$ cat src/rtl/bass_pkg.sv
// Shared types and constants for the battery-aware sleep sequencer.
`default_nettype none

package bass_pkg;

    localparam int APB_AW = 4;
    localparam int APB_DW = 32;

    typedef enum logic [1:0] {
        REG_SCREEN_TIMEOUT = 2'd0,
        REG_WIFI_OFF_DELAY = 2'd1,
        REG_BLE_SLOW_DELAY = 2'd2,
        REG_TOUCH_AVAIL    = 2'd3
    } t_reg_index;

    typedef enum logic [1:0] {
        REQ_TICK      = 2'd0,
        REQ_ACTIVITY  = 2'd1,
        REQ_TOUCH     = 2'd2,
        REQ_FORCE_OFF = 2'd3
    } t_req_type;

    localparam logic [1:0] STAGE_AWAKE    = 2'd0;
    localparam logic [1:0] STAGE_WIFI_OFF = 2'd1;
    localparam logic [1:0] STAGE_BLE_SLOW = 2'd2;

    localparam logic [1:0] BLE_NONE  = 2'd0;
    localparam logic [1:0] BLE_AWAKE = 2'd1;
    localparam logic [1:0] BLE_SLEEP = 2'd2;

    localparam logic [1:0] BAT_LOW = 2'd1;

    localparam logic [1:0] SEQ_SLEEP = 2'b01;
    localparam logic [1:0] SEQ_WAKE  = 2'b10;

    localparam logic [31:0] RST_SCREEN_TIMEOUT = 32'd30000;
    localparam logic [31:0] RST_WIFI_OFF_DELAY = 32'd120000;
    localparam logic [31:0] RST_BLE_SLOW_DELAY = 32'd180000;

    localparam logic [31:0] LOW_SCREEN_TIMEOUT = 32'd15000;
    localparam logic [31:0] LOW_WIFI_OFF_DELAY = 32'd30000;
    localparam logic [31:0] LOW_BLE_SLOW_DELAY = 32'd20000;
    localparam logic [31:0] CRIT_SCREEN_TIMEOUT = 32'd3000;
    localparam logic [31:0] WAKE_GUARD_MS = 32'd250;

    typedef struct packed {
        logic [31:0] scr_timeout;
        logic [31:0] wifi_delay;
        logic [31:0] ble_delay;
        logic        touch_available;
    } t_cfg;

    typedef struct packed {
        logic [1:0]  req_type;
        logic [31:0] now_ms;
        logic [1:0]  battery_state;
        logic        low_power_latched;
        logic        wifi_enabled;
        logic        wifi_ssid_set;
        logic        ble_enabled;
    } t_in_item;

    typedef struct packed {
        logic        screen_on;
        logic        perf_awake;
        logic [1:0]  radio_stage;
        logic [1:0]  screen_seq;
        logic        wifi_halt;
        logic        wifi_start;
        logic        wifi_forced_off;
        logic [1:0]  ble_request;
        logic        tile_enabled;
        logic        tile_force_off;
        logic [31:0] ignore_until_ms;
        logic        require_release;
    } t_out_item;

endpackage

`default_nettype wire

$ cat src/rtl/bass_regs.sv
// Configuration register file behind the APB-style port.
`default_nettype none

module bass_regs (
    input  wire logic                        i_clk,
    input  wire logic                        i_rst_n,
    input  wire logic                        psel,
    input  wire logic                        penable,
    input  wire logic                        pwrite,
    input  wire logic [bass_pkg::APB_AW-1:0] paddr,
    input  wire logic [bass_pkg::APB_DW-1:0] pwdata,
    output logic      [bass_pkg::APB_DW-1:0] prdata,
    output logic                             pready,
    output bass_pkg::t_cfg                   o_cfg
);
    import bass_pkg::*;

    t_cfg       r_cfg;
    t_reg_index w_index;
    logic       w_write;

    assign w_index = t_reg_index'(paddr[APB_AW-1:2]);
    assign w_write = psel & penable & pwrite & pready;
    assign pready  = 1'b1;
    assign o_cfg   = r_cfg;

    always_ff @(posedge i_clk) begin
        if (!i_rst_n) begin
            r_cfg.scr_timeout     <= RST_SCREEN_TIMEOUT;
            r_cfg.wifi_delay      <= RST_WIFI_OFF_DELAY;
            r_cfg.ble_delay       <= RST_BLE_SLOW_DELAY;
            r_cfg.touch_available <= 1'b1;
        end else if (w_write) begin
            unique case (w_index)
                REG_SCREEN_TIMEOUT: r_cfg.scr_timeout     <= pwdata;
                REG_WIFI_OFF_DELAY: r_cfg.wifi_delay      <= pwdata;
                REG_BLE_SLOW_DELAY: r_cfg.ble_delay       <= pwdata;
                REG_TOUCH_AVAIL:    r_cfg.touch_available <= pwdata[0];
                default:            r_cfg <= r_cfg;
            endcase
        end
    end

    always_comb begin
        unique case (w_index)
            REG_SCREEN_TIMEOUT: prdata = r_cfg.scr_timeout;
            REG_WIFI_OFF_DELAY: prdata = r_cfg.wifi_delay;
            REG_BLE_SLOW_DELAY: prdata = r_cfg.ble_delay;
            REG_TOUCH_AVAIL:    prdata = {{(APB_DW-1){1'b0}}, r_cfg.touch_available};
            default:            prdata = '0;
        endcase
    end

endmodule

`default_nettype wire

$ cat src/rtl/bass_core.sv
// Sequencer state and the single-pass step logic for one item.
`default_nettype none

module bass_core (
    input  wire logic              i_clk,
    input  wire logic              i_rst_n,
    input  wire logic              i_step,
    input  wire bass_pkg::t_in_item i_item,
    input  wire bass_pkg::t_cfg    i_cfg,
    output bass_pkg::t_out_item    o_result
);
    import bass_pkg::*;

    typedef struct packed {
        logic [31:0] last_activity;
        logic [31:0] wake_guard_until;
        logic        screen_awake;
        logic        off_by_timeout;
        logic        perf_awake;
        logic [1:0]  stage;
        logic        wifi_held_off;
        logic        touch_pending;
        logic        tile_enabled;
        logic        tile_force_off;
    } t_state;

    typedef struct packed {
        t_state     s;
        logic [1:0] seq;
        logic [1:0] ble_req;
        logic       wifi_halt;
        logic       wifi_start;
        logic       release_req;
    } t_work;

    t_state r_state;
    t_work  w;

    logic [31:0] idle, to, wd, bd;
    logic        low, crit, allow, crit_blank, should_off, had;
    logic [1:0]  want;

    function automatic t_work f_sleep(input t_work a);
        t_work b;
        b = a;
        if (b.s.screen_awake) begin
            b.s.screen_awake = 1'b0;
            b.seq = b.seq | SEQ_SLEEP;
        end
        return b;
    endfunction

    function automatic t_work f_wake(input t_work a);
        t_work b;
        b = a;
        if (!b.s.screen_awake) begin
            b.s.screen_awake = 1'b1;
            b.seq = b.seq | SEQ_WAKE;
        end
        return b;
    endfunction

    function automatic t_work f_perf(input t_work a, input logic awake);
        t_work b;
        b = a;
        if (b.s.perf_awake != awake) begin
            b.s.perf_awake = awake;
            b.ble_req = awake ? BLE_AWAKE : BLE_SLEEP;
        end
        return b;
    endfunction

    function automatic t_work f_stage(input t_work a, input logic [1:0] st,
                                      input logic ok, input t_in_item it);
        t_work b;
        b = a;
        if (b.s.stage != st) begin
            b.s.stage = st;
            if (st == STAGE_AWAKE) begin
                if (b.s.screen_awake) begin
                    if (b.s.wifi_held_off && ok) begin
                        b.s.wifi_held_off = 1'b0;
                        if (it.wifi_enabled && it.wifi_ssid_set) begin
                            b.wifi_start = 1'b1;
                        end
                    end
                    b.ble_req = BLE_AWAKE;
                end else begin
                    b.ble_req = BLE_SLEEP;
                end
            end else if (st == STAGE_WIFI_OFF) begin
                if (it.wifi_enabled) begin
                    b.s.wifi_held_off = 1'b1;
                    b.wifi_halt = 1'b1;
                end
            end else if (it.ble_enabled) begin
                b.ble_req = BLE_SLEEP;
            end
        end
        return b;
    endfunction

    always_comb begin
        w = '0;
        w.s = r_state;
        idle = i_item.now_ms - r_state.last_activity;
        low = (i_item.battery_state == BAT_LOW);
        crit = i_item.battery_state[1] | i_item.low_power_latched;
        allow = ~crit;
        to = i_cfg.scr_timeout;
        wd = i_cfg.wifi_delay;
        bd = i_cfg.ble_delay;
        crit_blank = 1'b0;
        should_off = 1'b0;
        had = 1'b0;
        want = STAGE_AWAKE;

        case (t_req_type'(i_item.req_type)) inside
            REQ_TICK, REQ_TOUCH: begin
                if (i_item.req_type == REQ_TOUCH) begin
                    w.s.touch_pending = 1'b1;
                end
                if (low) begin
                    if (to == 32'd0 || to > LOW_SCREEN_TIMEOUT) to = LOW_SCREEN_TIMEOUT;
                    if (wd > LOW_WIFI_OFF_DELAY) wd = LOW_WIFI_OFF_DELAY;
                    if (bd > LOW_BLE_SLOW_DELAY) bd = LOW_BLE_SLOW_DELAY;
                end
                if (crit) begin
                    crit_blank = (idle >= CRIT_SCREEN_TIMEOUT);
                    to = CRIT_SCREEN_TIMEOUT;
                    wd = 32'd0;
                    bd = 32'd0;
                end
                w.s.tile_enabled   = ~(low | crit);
                w.s.tile_force_off = low | crit;

                should_off = (to != 32'd0 && idle >= to) || crit_blank;
                if (should_off) begin
                    w.s.off_by_timeout = 1'b1;
                    w = f_sleep(w);
                end else if (!w.s.off_by_timeout) begin
                    w = f_wake(w);
                end
                w = f_perf(w, w.s.screen_awake);

                if (crit || wd == 32'd0 || idle >= wd) begin
                    want = STAGE_WIFI_OFF;
                end else if (bd != 32'd0 && idle >= bd) begin
                    want = STAGE_BLE_SLOW;
                end else begin
                    want = STAGE_AWAKE;
                end
                w = f_stage(w, want, allow, i_item);

                if (i_cfg.touch_available) begin
                    had = w.s.touch_pending;
                    if (had) begin
                        w.s.touch_pending = 1'b0;
                        w.s.last_activity = i_item.now_ms;
                    end
                    if (!w.s.screen_awake && had) begin
                        w.s.off_by_timeout = 1'b0;
                        w = f_wake(w);
                        w = f_perf(w, 1'b1);
                        w = f_stage(w, STAGE_AWAKE, allow, i_item);
                        w.s.wake_guard_until = i_item.now_ms + WAKE_GUARD_MS;
                        w.release_req = 1'b1;
                    end
                end
            end
            REQ_ACTIVITY: begin
                w.s.last_activity = i_item.now_ms;
                w.s.off_by_timeout = 1'b0;
                w = f_wake(w);
                w = f_perf(w, 1'b1);
                if (!crit) begin
                    w = f_stage(w, STAGE_AWAKE, 1'b1, i_item);
                end else begin
                    w = f_stage(w, STAGE_WIFI_OFF, 1'b0, i_item);
                    w.ble_req = BLE_SLEEP;
                end
                w.s.wake_guard_until = i_item.now_ms + WAKE_GUARD_MS;
                w.release_req = 1'b1;
            end
            default: begin
                w = f_sleep(w);
                w = f_perf(w, 1'b0);
            end
        endcase
    end

    always_comb begin
        o_result.screen_on       = w.s.screen_awake;
        o_result.perf_awake      = w.s.perf_awake;
        o_result.radio_stage     = w.s.stage;
        o_result.screen_seq      = w.seq;
        o_result.wifi_halt       = w.wifi_halt;
        o_result.wifi_start      = w.wifi_start;
        o_result.wifi_forced_off = w.s.wifi_held_off;
        o_result.ble_request     = w.ble_req;
        o_result.tile_enabled    = w.s.tile_enabled;
        o_result.tile_force_off  = w.s.tile_force_off;
        o_result.ignore_until_ms = w.s.wake_guard_until;
        o_result.require_release = w.release_req;
    end

    always_ff @(posedge i_clk) begin
        if (!i_rst_n) begin
            r_state.last_activity    <= '0;
            r_state.wake_guard_until <= '0;
            r_state.screen_awake     <= 1'b1;
            r_state.off_by_timeout   <= 1'b0;
            r_state.perf_awake       <= 1'b1;
            r_state.stage            <= STAGE_AWAKE;
            r_state.wifi_held_off    <= 1'b0;
            r_state.touch_pending    <= 1'b0;
            r_state.tile_enabled     <= 1'b1;
            r_state.tile_force_off   <= 1'b0;
        end else if (i_step) begin
            r_state <= w.s;
        end
    end

endmodule

`default_nettype wire

$ cat src/rtl/battery_aware_sleep_sequencer.sv
// Top level: input register, step logic, result register and configuration port.
// An accepted item passes through the input register, then the result register.
// Throughput is one item per cycle while the output accepts results; the single
// state update per item sets it. A result waiting at the output holds the item in
// the input register, and the input stalls once that register is full.
// Reset (synchronous, active low) sets state and valid flags, not item data.
`default_nettype none

module battery_aware_sleep_sequencer (
    input  wire logic                        i_clk,
    input  wire logic                        i_rst_n,
    input  wire logic                        i_in_valid,
    output logic                             o_in_ready,
    input  wire bass_pkg::t_in_item          i_in_item,
    output logic                             o_out_valid,
    input  wire logic                        i_out_ready,
    output bass_pkg::t_out_item              o_out_item,
    input  wire logic                        psel,
    input  wire logic                        penable,
    input  wire logic                        pwrite,
    input  wire logic [bass_pkg::APB_AW-1:0] paddr,
    input  wire logic [bass_pkg::APB_DW-1:0] pwdata,
    output logic      [bass_pkg::APB_DW-1:0] prdata,
    output logic                             pready
);
    import bass_pkg::*;

    t_cfg      w_cfg;
    t_in_item  r_in_item;
    logic      r_in_valid;
    t_out_item w_result;
    t_out_item r_out_item;
    logic      r_out_valid;
    logic      w_advance;

    assign w_advance   = r_in_valid & (~r_out_valid | i_out_ready);
    assign o_in_ready  = i_rst_n & (~r_in_valid | w_advance);
    assign o_out_valid = r_out_valid;
    assign o_out_item  = r_out_item;

    bass_regs u_regs (
        .i_clk   (i_clk),
        .i_rst_n (i_rst_n),
        .psel    (psel),
        .penable (penable),
        .pwrite  (pwrite),
        .paddr   (paddr),
        .pwdata  (pwdata),
        .prdata  (prdata),
        .pready  (pready),
        .o_cfg   (w_cfg)
    );

    bass_core u_core (
        .i_clk    (i_clk),
        .i_rst_n  (i_rst_n),
        .i_step   (w_advance),
        .i_item   (r_in_item),
        .i_cfg    (w_cfg),
        .o_result (w_result)
    );

    always_ff @(posedge i_clk) begin
        if (!i_rst_n) begin
            r_in_valid <= 1'b0;
        end else if (o_in_ready) begin
            r_in_valid <= i_in_valid;
        end
    end

    always_ff @(posedge i_clk) begin
        if (i_in_valid && o_in_ready) begin
            r_in_item <= i_in_item;
        end
    end

    always_ff @(posedge i_clk) begin
        if (!i_rst_n) begin
            r_out_valid <= 1'b0;
        end else if (w_advance) begin
            r_out_valid <= 1'b1;
        end else if (i_out_ready) begin
            r_out_valid <= 1'b0;
        end
    end

    always_ff @(posedge i_clk) begin
        if (w_advance) begin
            r_out_item <= w_result;
        end
    end

`ifndef SYNTHESIS
    a_advance_fills_out: assert property (@(posedge i_clk) disable iff (!i_rst_n)
        w_advance |=> r_out_valid)
        else $error("A stepped item did not produce a result.");

    a_in_held: assert property (@(posedge i_clk) disable iff (!i_rst_n)
        r_in_valid && !w_advance |=> r_in_valid && $stable(r_in_item))
        else $error("A waiting item was lost from the input register.");

    a_perf_follows_screen: assert property (@(posedge i_clk) disable iff (!i_rst_n)
        r_out_valid |-> r_out_item.perf_awake == r_out_item.screen_on)
        else $error("Performance level does not follow the screen state.");

    a_wake_means_on: assert property (@(posedge i_clk) disable iff (!i_rst_n)
        r_out_valid && (r_out_item.screen_seq[1] || r_out_item.require_release)
            |-> r_out_item.screen_on)
        else $error("A wake was reported but the screen is off.");
`endif

endmodule

`default_nettype wire

$ cat config.mk
export PLATFORM = sky130hd
export DESIGN_NAME = battery_aware_sleep_sequencer
export DESIGN_NICKNAME = d
export VERILOG_FILES = /design/src/rtl/bass_pkg.sv /design/src/rtl/bass_regs.sv /design/src/rtl/bass_core.sv /design/src/rtl/battery_aware_sleep_sequencer.sv
export SDC_FILE = /design/constraint.sdc
export NUM_CORES = 1
export LEC_CHECK = 0
export ABC_AREA = 1
export ABC_CLOCK_PERIOD_IN_PS = 4000
export BUFFER_PORTS_ARGS = -buffer_cell sky130_fd_sc_hd__buf_4
export CAP_MARGIN = 20
export CELL_PAD_IN_SITES_DETAIL_PLACEMENT = 1
export CELL_PAD_IN_SITES_GLOBAL_PLACEMENT = 2
export CORE_AREA = 2 2 254 231
export DETAILED_ROUTE_END_ITERATION = 10
export DIE_AREA = 0 0 256 233
export MAX_ROUTING_LAYER = met4
export PLACE_DENSITY_LB_ADDON = 0.08
export SLEW_MARGIN = 10
export SYNTH_ARGS = -nofsm -noshare
export SYNTH_HDL_FRONTEND = slang
export SYNTH_SLANG_ARGS = --single-unit
$ cat constraint.sdc
create_clock -name i_clk -period 4 [get_ports i_clk]
set_input_delay 0.8 -clock i_clk [delete_from_list [all_inputs] [get_ports i_clk]]
set_output_delay 0.8 -clock i_clk [all_outputs]
set_load 0.005 [all_outputs]
After elaboration in Yosys (flattened, before gate mapping). Index checks and enable logic that the tools add are counted.

Register bits: 258. Input bits: 83. Word-level logic and storage cells: 181.

Add/sub/neg operators: 2. $lt $le $gt $ge: 7. Equality and inequality tests: 10. Muxes and demuxes: 85. Bitwise operators: 12. Reduce and logical (&&, ||, !) cells: 30.

Operators with widths (number): 32-bit 2-to-1 mux (13); 80-bit 2-to-1 mux (4); 32-bit case mux with 4 select lines (1); 32-bit greater-or-equal comparator (3); 32-bit by 15-bit greater-than comparator with 1-bit output, second input constant (2); 32-bit logical NOT (2); 32-bit nonzero test (2); 48-bit 2-to-1 mux (1); 1-bit 2-to-1 mux (41); 32-bit by 8-bit adder with 32-bit output, second input constant (1); 32-bit by 12-bit greater-or-equal comparator with 1-bit output, second input constant (1); 32-bit by 14-bit greater-than comparator with 1-bit output, second input constant (1); 16-bit 2-to-1 mux (2); 2-bit 2-to-1 mux (16); 32-bit subtractor (1); 3-bit 2-to-1 mux (5); 13-bit 2-to-1 mux (1); 2-bit AND reduction (6); 2-bit by 1-bit equality test with 1-bit output, second input constant (4); 2-bit nonzero test (4); 1-bit logical AND (7); 2-bit equality test, second input constant (3); 2-bit logical NOT (3); 1-bit bitwise AND (4); 9 further kinds (18).

Logic depth before layout (Yosys ltp). Gate-level depths: netlist (run 1).

Depth after elaboration: 24. Depth in mapped cells: 34.

Cells and area by module. Synthesis (run 1) repeated with hierarchy kept, for this count alone.

Cells, all modules: 2744. Area total of the unflattened synthesis: 18411.4 µm².

Modules (own cells, without submodules): bass_core (times used 1, cells an instance 1956, area each 11358.4 µm², seq. area each 1461.4 µm²); bass_regs (times used 1, cells an instance 688, area each 4371.7 µm², seq. area each 1941.9 µm²); battery_aware_sleep_sequencer (times used 1, cells an instance 100, area each 2681.3 µm², seq. area each 2622.5 µm²).

Worst setup path before layout (run 1). No wires, ideal clock.

Path kind: register to register. From: reg r_in_item[6] (netlist bit). To: reg r_out_item, in the netlist o_out_item[17], data pin. Data arrival time: 3.624 ns. Data required time: 3.738 ns. Path slack: 0.114 ns. Cell stages (with the launch flop): 28. Buffers on the path: 1. Clock period less this slack: 3.886 ns. Path through: edfxtp_1 -> inv_1 -> ha_1 -> inv_1 -> fa_1 -> nand3_1 -> nand3_1 -> nand3_1 -> nand3b_2 -> nand2_1 -> nand2_1 -> nand2_1 -> nand2_1 -> ha_1 -> nand2_1 -> nor4_1 -> inv_1 -> nor4_1 -> nand4_1 -> nand3_1 -> nand2_1 -> nand3_4 -> nand2_8 -> nand2_8 -> nand2_8 -> buf_12 -> nand2_2 -> o21ai_2.

RTL lines: start: declaration (RTL line battery_aware_sleep_sequencer.sv:29) `t_in_item r_in_item;`; start signal: assignment (RTL line battery_aware_sleep_sequencer.sv:73) `r_in_item <= i_in_item;`; end signal: assignment (RTL line battery_aware_sleep_sequencer.sv:89) `r_out_item <= w_result;`; end: declaration (RTL line battery_aware_sleep_sequencer.sv:32) `t_out_item r_out_item;`.

==> metrics.md, run 1 <==
| Metric | Value |
|---|---|
| Post-layout instance area | 25000 um^2 |
| # placed instances | 3614 |
| Fin Setup TNS | -17.40 ns |
| FP Rows | 83 |
| Failing checks | setup timing |
| Post-route DRC | 0 |
| Pwr Density | roughly 330 nW/um^2 |
| Most frequent cells in the layout | nand2_1, buf_4, inv_1 |
| Startpoint types | flop |
| Top FF cell, synth | dfxtp_1 |
| CTS tree | done |
| Post-DP Area | 21500 um^2 |
| Fillcell total | 6967 |
| # IOs | 164 |
| Status | finished with violations |
| Final core occ | 44.0% |
| RSZ-0062 raised after global routing | true |
| Seq cells post-synth | 258 |
| Synth Net Count | 2696 |
| Setup WS post-layout | -0.311 ns |
| Sw frac | around a third |
| Drt first pass iters | 5 |
| Vias post-DR | approximately 19000 |
| Hold slack | 0.354 ns |
| Initial antenna violation count | 2 |
| CP arrival | 4.66 ns |
| Clk_lat worst skew | 0.63 ns |
| Die Ht | roughly 230 um |
| Seq pwr share | 35.3% |
| Post-layout minimum cycle time | 4.31 ns |
| CP Class | reg2reg |
| Worst-path clk slew | 0.06 ns |
| Syn_area_per_cell | 7.02 um^2 |
| Post-synth ARST share | 0% |
| Buf/Inv on CP | 7 |
| Fin cells | 3747 |
| Yosys Warn Count | 0 |
| Clock skew | around 0.025 ns |
| Largest net degree at the start of global routing | 99 |
| Share of cells above drive strength 1 | between 30% and 40% |
| Comb pwr share | 28.6% |
| Layout Nets | 3167 |
| Final Hold Viols | 0 |
| Number of port buffers | between 150 and 200 |
| CTS Root Buffer Type | clkbuf_16 |
| Sequential area share after synthesis | roughly a third |
| First-pass GRT wire length | 111000 um |
| Slowest CP cell | edfxtp_1 |
| Clk buf depth | 3 |
| Number of H-tree levels | 1 |
| Max-slew violations | 0 |
| DR vias/cell | 4.94 |
| Remaining global-route overflow | 0 |
| Cell mode on critical path | nand2_4 |
| Power Total | ~8 mW |
| Min-Delay Path Class | in2reg |
| Clk pwr share | 36.2% |
| Post-Syn Area | 17400 um^2 |
| Routed wire length | 73200 um |
| Wire per inst | 19.5 um |
| EDFF count, synth | 86 |
| Cell count after synthesis | roughly 2500 |
| Slew @ Worst Pin | just under 0.8 ns |
| Antenna Nets Post-Route | 0 |
| Critical Path RT | 4.35 ns |
| GRT Total Usage | 24.5% |
| CTS Sinks | 258 |
| Initial Utilization | 30.7% |
| Most common cell after layout, fill and taps aside | nand2_1 |
| Dpl ws | -0.737 ns |
| Initial drt markers | 903 |
| Area of the die | 59600 um^2 |
| DP HPWL | ~57000 um |
| Area grow syn2layout | 43.2% |
| Fmax | 232 MHz |
| Switching pwr | approximately 2.7 mW |
| Critical path capture point type | flop |
| Peak VDD IR | 369 uV |
| Max_slew headroom | 48.0% |
| CTS Buf Count | 31 |
| Die W | 256 um |
| Placer Congestion | 0.901 |
| Setup violators final | 77 |
| Max_cap viols | 0 |
| Internal | 5.58 mW |
| Lkg Pwr | 11.4 nW |
| Placeable Area | approximately 57000 um^2 |
| Synth cell types | 54 |
| Final Cycle Share | 108% |
| Top cell family by delay on the critical path | simple AND/OR/NAND/NOR gates |
| Vias in the first global route | between 15000 and 20000 |
| Worst-path fanout max | 7 |
| CP peak stage delay | 0.44 ns |
-- sequential cells by signal, indices dropped and copies added, names as in the netlist --
register        cells
r_in_item          40
r_in_valid          1
u_core.r_state     73
o_out_valid         1
o_out_item         46
u_regs.o_cfg       97
-- cells in the mapped netlist, types with 34 or more instances --
cell      count  area share (%)
a21oi_1     164             4.7
clkbuf_1     65             1.4
o21ai_0     139             4.0
edfxtp_1     86              15
ha_1        128             9.2
a211oi_1     34             1.5
nand2_1     623              13
nor2_1      291             6.3
inv_1       320             6.9
o211ai_1     40             1.7
nand3_1      99             2.8
dfxtp_1     172              20
nand4_1      37             1.3
-- cells by family after synthesis --
kind of cell	synth area share, %
buffers and inverters	9.66
AND/OR/NAND/NOR	29.3
flip-flops	34.5
AO/OA/AOI/OAI	15.4
other	0.0215
XOR/XNOR	1.76
adder cells (fa/ha/maj)	9.30
-- layer usage --
metal / global-route usage [%] / share of wire, % / up-vias
li1: - / - / 9142
met1: 33.1 / 48 / 8988
met2: 39.3 / 46 / 295
met3: 3.12 / 3.6 / 92
met4: 5.04 / 2.1 / 0
met5: - / 0 / -
-- power by group through the flow --
stage | Combinational (mW) | Sequential, mW | Clock (mW)
after floorplan | 1.05 | 2.94 | 0
after global placement | 1.87 | 2.95 | 0
after detailed placement | 1.94 | 2.95 | 0
after CTS | 2.16 | 2.90 | 3.06
after global routing | 2.60 | 2.92 | 3.15
final | 2.35 | 2.91 | 2.98
-- worst paths after layout --
path	from	endpoint	slack [ns]	depth (start not counted)
hold reg to reg	u_core.r_state[2]	u_core.r_state[2]	0.48	2
hold / removal	i_in_item[25]	r_in_item[25]	0.35	1
setup / recovery	r_in_item[15]	o_out_item[7]	-0.31	28
setup reg to reg	r_in_item[15]	o_out_item[7]	-0.31	28
-- final cells by class --
type	instances	area, um^2	area share (%)
repair inverters	3	36.3	0.145
multi-input cells	1800	11500	45.9
clock inverters	16	171	0.686
flip-flops and latches	258	6030	24.1
well taps	765	957	3.83
inverters	337	1300	5.19
clock buffers	42	870	3.48
repair buffers	524	4140	16.6
diodes	2	5.00	0.0200
-- timing repair --
| item | in CTS | in global routing |
|---|---|---|
| buffers inserted | 35 | 35 |
| gates cloned | 4 | 2 |
| pin swaps | 49 | 84 |
| endpoints found under the setup margin | 82 | 82 |
| gates resized for setup | 208 | 195 |
| hold buffers | 0 | 0 |
No activity file was read; power rests on OpenSTA's default activity.
==> run 2: changes to the inputs <==
SKIP_LAST_GASP = 1   (was default)
==> metrics.md, run 2 (synthesis results as in run 1) <==
| Metric | Value |
|---|---|
| # placed instances | between 3000 and 4000 |
| Cell mode on critical path | nand2_4 |
| CTS tree | done |
| CTS Sinks | 258 |
| CP Class | reg2reg |
| Routed wire length | 73100 um |
| Startpoint types | flop |
| CTS Buf Count | 31 |
| # IOs | 164 |
| FP Rows | just over 80 |
| Final Hold Viols | 0 |
| Number of flip-flops in the largest register | between 90 and 100 |
| Area of the die | between 50000 and 60000 um^2 |
| Share of cells above drive strength 1 | 31.0% |
| GRT Total Usage | 24.5% |
| Largest net degree at the start of global routing | 99 |
| Setup violators final | 77 |
| Clk buf depth | 3 |
| Peak VDD IR | 368 uV |
| DP HPWL | 56600 um |
| CP peak stage delay | 0.46 ns |
| Number of port buffers | 160 |
| Reg2Reg Depth | 30 |
| Final Cycle Share | 107% |
| RSZ-0062 raised after global routing | true |
| Critical Path RT | approximately 4.5 ns |
| Critical path capture point type | flop |
| Remaining global-route overflow | 0 |
| DR vias/cell | 4.93 |
| Vias post-DR | 18400 |
| Worst-path clk slew | 0.06 ns |
| FF-to-FF Start | r_in_item[18] |
| Fin cells | 3738 |
| Area grow syn2layout | 42.1% |
| Wire per inst | 19.5 um |
| Final core occ | a little over two fifths |
| Post-layout minimum cycle time | 4.29 ns |
| Initial Utilization | 30.7% |
| Max_slew headroom | between 40% and 50% |
| CTS Root Buffer Type | clkbuf_16 |
| CTS hold repair buffers | 0 |
| Clock skew | approximately 0.023 ns |
| Failing checks | setup timing |
| Initial antenna violation count | 2 |
| Worst-path fanout max | 8 |
| Status | finished with violations |
| Vias in the first global route | 19100 |
| Critical R2R Capture | u_core.r_state[27] |
| Hold slack | between 0.3 and 0.4 ns |
| Max-slew violations | 0 |
| Post-route DRC | 0 |
| Hold depth | 1 |
| Layout Nets | 3158 |
| Slowest CP cell | edfxtp_1 |
| Most common cell after layout, fill and taps aside | nand2_1 |
| First-pass GRT wire length | 111000 um |
| Power Total | 8.23 mW |
| Drt first pass iters | 5 |
| Antenna Nets Post-Route | 0 |
| Fmax | 233 MHz |
| Placer Congestion | 0.901 |
| Lkg Pwr | 11.3 nW |
| Initial drt markers | 876 |
| Min-Delay Path Class | in2reg |
| Max_cap viols | 0 |
| Setup WS post-layout | -0.294 ns |
| Die W | 256 um |
| R2R setup slack | -0.29 ns |
| Fillcell total | 7000 |
| Post-layout instance area | 24800 um^2 |
| CP arrival | 4.79 ns |
| Worst Min Path Start | i_in_item[25] |
| Number of H-tree levels | 1 |
| Most frequent cells in the layout | nand2_1, buf_4, inv_1 |
| Multi-input logic area | around 11000 um^2 |
| Pwr Density | around 330 nW/um^2 |
| Clk_lat worst skew | 0.63 ns |
| Post-DP Area | 21500 um^2 |
| Slew @ Worst Pin | 0.769 ns |
| WHS Endpoint | r_in_item[25] |
| Reg area | roughly 6000 um^2 |
| Die Ht | 233 um |
| Placeable Area | 56800 um^2 |
## run 2: cell types whose count changed in the layout (fill, tap and decap cells not counted), moves of 4 or more
cell,previous run,this run
nand2_4,55,40
buf_4,497,491
nand3_2,32,36
nand2_2,93,99
nand2_1,504,514
## run 2: worst max path at each step
| stage | start | end | slack (ns) | depth (start not counted) |
|---|---|---|---|---|
| 3_3_place_gp | r_in_item[6] | u_core.r_state[18] | -0.63 | 30 |
| 6_report | r_in_item[18] | u_core.r_state[27] | -0.29 | 30 |
| 4_1_cts | r_in_item[10] | u_core.r_state[35] | -0.24 | 29 |
| 3_5_place_dp | r_in_item[18] | u_core.r_state[24] | -0.74 | 29 |
| 5_1_grt | r_in_item[6] | u_core.r_state[18] | -0.51 | 31 |
| 2_1_floorplan | r_in_item[6] | o_out_item[17] | 0.11 | 27 |
## run 2: final cells by class
class	instances	share of cell area (%)
timing repair inverter	1	0.0656
multi-input combinational	1800	45.9
clock inverter	16	0.692
timing repair buffer	517	16.5
sequential	258	24.3
clock buffer	42	3.51
antenna	2	0.0202
inverter	337	5.22
tap	765	3.86
## run 2: through the flow
step | worst slack (ns) | setup TNS [ns]
6_report | -0.294 | -15.29
5_1_grt | -0.509 | -33.38
4_1_cts | -0.243 | -11.83
3_5_place_dp | -0.737 | -54.19
3_3_place_gp | -0.631 | -46.57
2_1_floorplan | 0.114 | 0
## run 2: critical path: cells and delay by family, from the launching register on
| family | cells | cell delay [ns] |
|---|---|---|
| buffers and inverters | 6 | 0.70 |
| AOI/OAI and AO/OA | 1 | 0.06 |
| and+or+nand+nor | 21 | 2.31 |
| adders and majority gates | 2 | 0.62 |
| DFF | 1 | 0.46 |
## run 2: per-layer routing
layer  vias to the layer above  wire [um]  GRT usage [%]  part of all wire (%)
li1                       9121          -              -                     -
met3                        90       2590           3.12                   3.5
met5                         -          0              -                     0
met2                       270      33700           39.3                    46
met4                         0       1450           5.04                   2.0
met1                      8946      35300           33.1                    48
## run 2: power by group
group          switching, mW  total, mW  internal, mW
registers             0.0724       2.90          2.83
clock network           1.26       2.98          1.72
logic                   1.32       2.34          1.03
total                   2.65       8.23          5.58
## run 2: timing repair
action	CTS	global route
endpoints found under the setup margin	82	82
setup buffers	35	29
resized for setup	203	166
cloned	4	0
pin swaps	49	70
==> run 3: changes to the inputs <==
CORE_AREA = 2 2 250 227   (was 2 2 254 231)
CTS_BUF_LIST = sky130_fd_sc_hd__clkbuf_2 sky130_fd_sc_hd__clkbuf_4 sky130_fd_sc_hd__clkbuf_8   (was default)
DIE_AREA = 0 0 252 229   (was 0 0 256 233)
==> metrics.md, run 3 (synthesis results as in run 1) <==
| Metric | Value |
|---|---|
| Wire per inst | 19.6 um |
| Post-layout minimum cycle time | 4.24 ns |
| Initial antenna violation count | 0 |
| Drt first pass iters | 5 |
| Pwr Density | roughly 330 nW/um^2 |
| Max_slew headroom | 31.5% |
| RSZ-0062 raised after global routing | true |
| CP peak stage delay | 0.41 ns |
| Die Ht | around 230 um |
| Share of cells above drive strength 1 | between 30 and 40% |
| Most common cell after layout, fill and taps aside | nand2_1 |
| Worst-path fanout max | 7 |
| Fillcell total | just under 7000 |
| Worst-path clk slew | ~0.06 ns |
| DP HPWL | 55400 um |
| Dpl ws | -0.523 ns |
| # IOs | 164 |
| CTS hold repair buffers | 0 |
| Clk buf depth | 3 |
| Placeable Area | ~55000 um^2 |
| Initial drt markers | 773 |
| Lkg Pwr | between 10 and 15 nW |
| Final Cycle Share | 106% |
| FP Rows | 82 |
| Failing checks | setup timing |
| Vias in the first global route | 19200 |
| Min-Delay Path Class | in2reg |
| Post-route DRC | 0 |
| Startpoint types | flop |
| Layout Nets | 3140 |
| GRT Total Usage | approximately a quarter |
| Clk_lat worst skew | 0.66 ns |
| Largest net degree at the start of global routing | 133 |
| Final Hold Viols | 0 |
| Fmax | roughly 240 MHz |
| Antenna Nets Post-Route | 0 |
| Peak VDD IR | approximately 220 uV |
| CTS tree | done |
| Max_cap viols | 0 |
| Number of H-tree levels | 2 |
| Critical Path RT | 4.36 ns |
| CP startpoint | r_in_item[6] |
| Critical path capture point type | flop |
| CP arrival | 4.60 ns |
| Power Total | 8.02 mW |
| DR vias/cell | approximately 5.0 |
| Setup violators final | 75 |
| Die W | ~250 um |
| Placer Congestion | 0.900 |
| CP Class | reg2reg |
| Vias post-DR | 18600 |
| Area grow syn2layout | 40.9% |
| Slowest CP cell | edfxtp_1 |
| Remaining global-route overflow | 0 |
| CTS Root Buffer Type | clkbuf_8 |
| Number of flip-flops in the largest register | between 90 and 100 |
| Routed wire length | slightly above 70000 um |
| Status | finished with violations |
| First-pass GRT wire length | 110000 um |
| Setup WS post-layout | -0.236 ns |
| Slew @ Worst Pin | between 1 and 1.5 ns |
| Max-slew violations | 0 |
| Number of port buffers | 160 |
| Initial Utilization | 31.6% |
| CTS Buf Count | 49 |
| Most frequent cells in the layout | nand2_1, buf_4, inv_1 |
| Area of the die | 57700 um^2 |
| Clock skew | 0.0409 ns |
| FF-to-FF Start | r_in_item[6] |
| CTS Sinks | about 260 |
| Worst Min Path Start | i_in_item[3] |
==> run 3: cell count changes in the layout (fill, tap and decap cells not counted), moves of 9 or more <==
cell,previous run,this run
buf_4,491,452
clkbuf_16,33,0
clkbuf_4,0,19
clkbuf_8,1,56
nand2_2,99,86
nand2_4,40,49
nand3_2,36,26
==> run 3: final cells by class <==
cell class / count / area, um^2 / share of cell area [%]
antenna: 1 / 2.50 / 0.0102
clock buffer: 75 / 913 / 3.72
inverter: 337 / 1290 / 5.24
tap: 714 / 893 / 3.63
multi-input combinational: 1800 / 11500 / 46.6
clock inverter: 16 / 125 / 0.509
timing repair buffer: 480 / 3840 / 15.6
timing repair inverter: 2 / 40.0 / 0.163
sequential: 258 / 6030 / 24.5
==> run 3: final timing paths <==
path | end | slack [ns] | depth (start not counted)
worst max-delay path | o_out_item[42] | -0.24 | 29
worst min-delay path | r_in_item[3] | 0.31 | 1
worst max register to register | o_out_item[42] | -0.24 | 29
worst min register to register | u_core.r_state[2] | 0.47 | 2
==> run 3: critical path, delay by kind of cell (launching register included) <==
kind | cells | cell delay, ns
and+or+nand+nor | 16 | 1.57
buffers and inverters | 9 | 1.00
adders and majority gates | 3 | 0.82
DFF | 1 | 0.41
AOI/OAI and AO/OA | 1 | 0.13
==> run 3: through the flow <==
step	area, um^2	hold slack [ns]	setup TNS (ns)	utilization, %	instances
floorplan	17400	0.440	0	-	2484
global placement	21400	0.453	-23.20	38.7	3556
detailed placement	21400	0.466	-35.21	38.7	3556
CTS	23600	0.256	-7.30	42.8	3671
global route	24600	0.272	-30.41	44.5	3682
finish	24600	0.308	-12.05	44.5	3683
==> run 3: timing repair <==
action | CTS | global route
gates resized for setup | 205 | 193
gates cloned | 6 | 0
buffers inserted | 18 | 13
pin swaps | 50 | 61
setup endpoints to repair | 82 | 82
==> run 3: routing by layer <==
layer  wire (um)  GRT usage, %  up-vias
met3        2530          2.72       87
met2       33500          39.9      307
met4        1240          5.42        0
li1            -             -     9096
met5           0             -        -
met1       34800          34.8     9094
==> run 3: power by group <==
group	total, mW	internal, mW	switching, mW
Combinational	2.28	0.987	1.30
Sequential	2.91	2.83	0.0780
Clock	2.82	1.54	1.28
Total	8.02	5.36	2.66
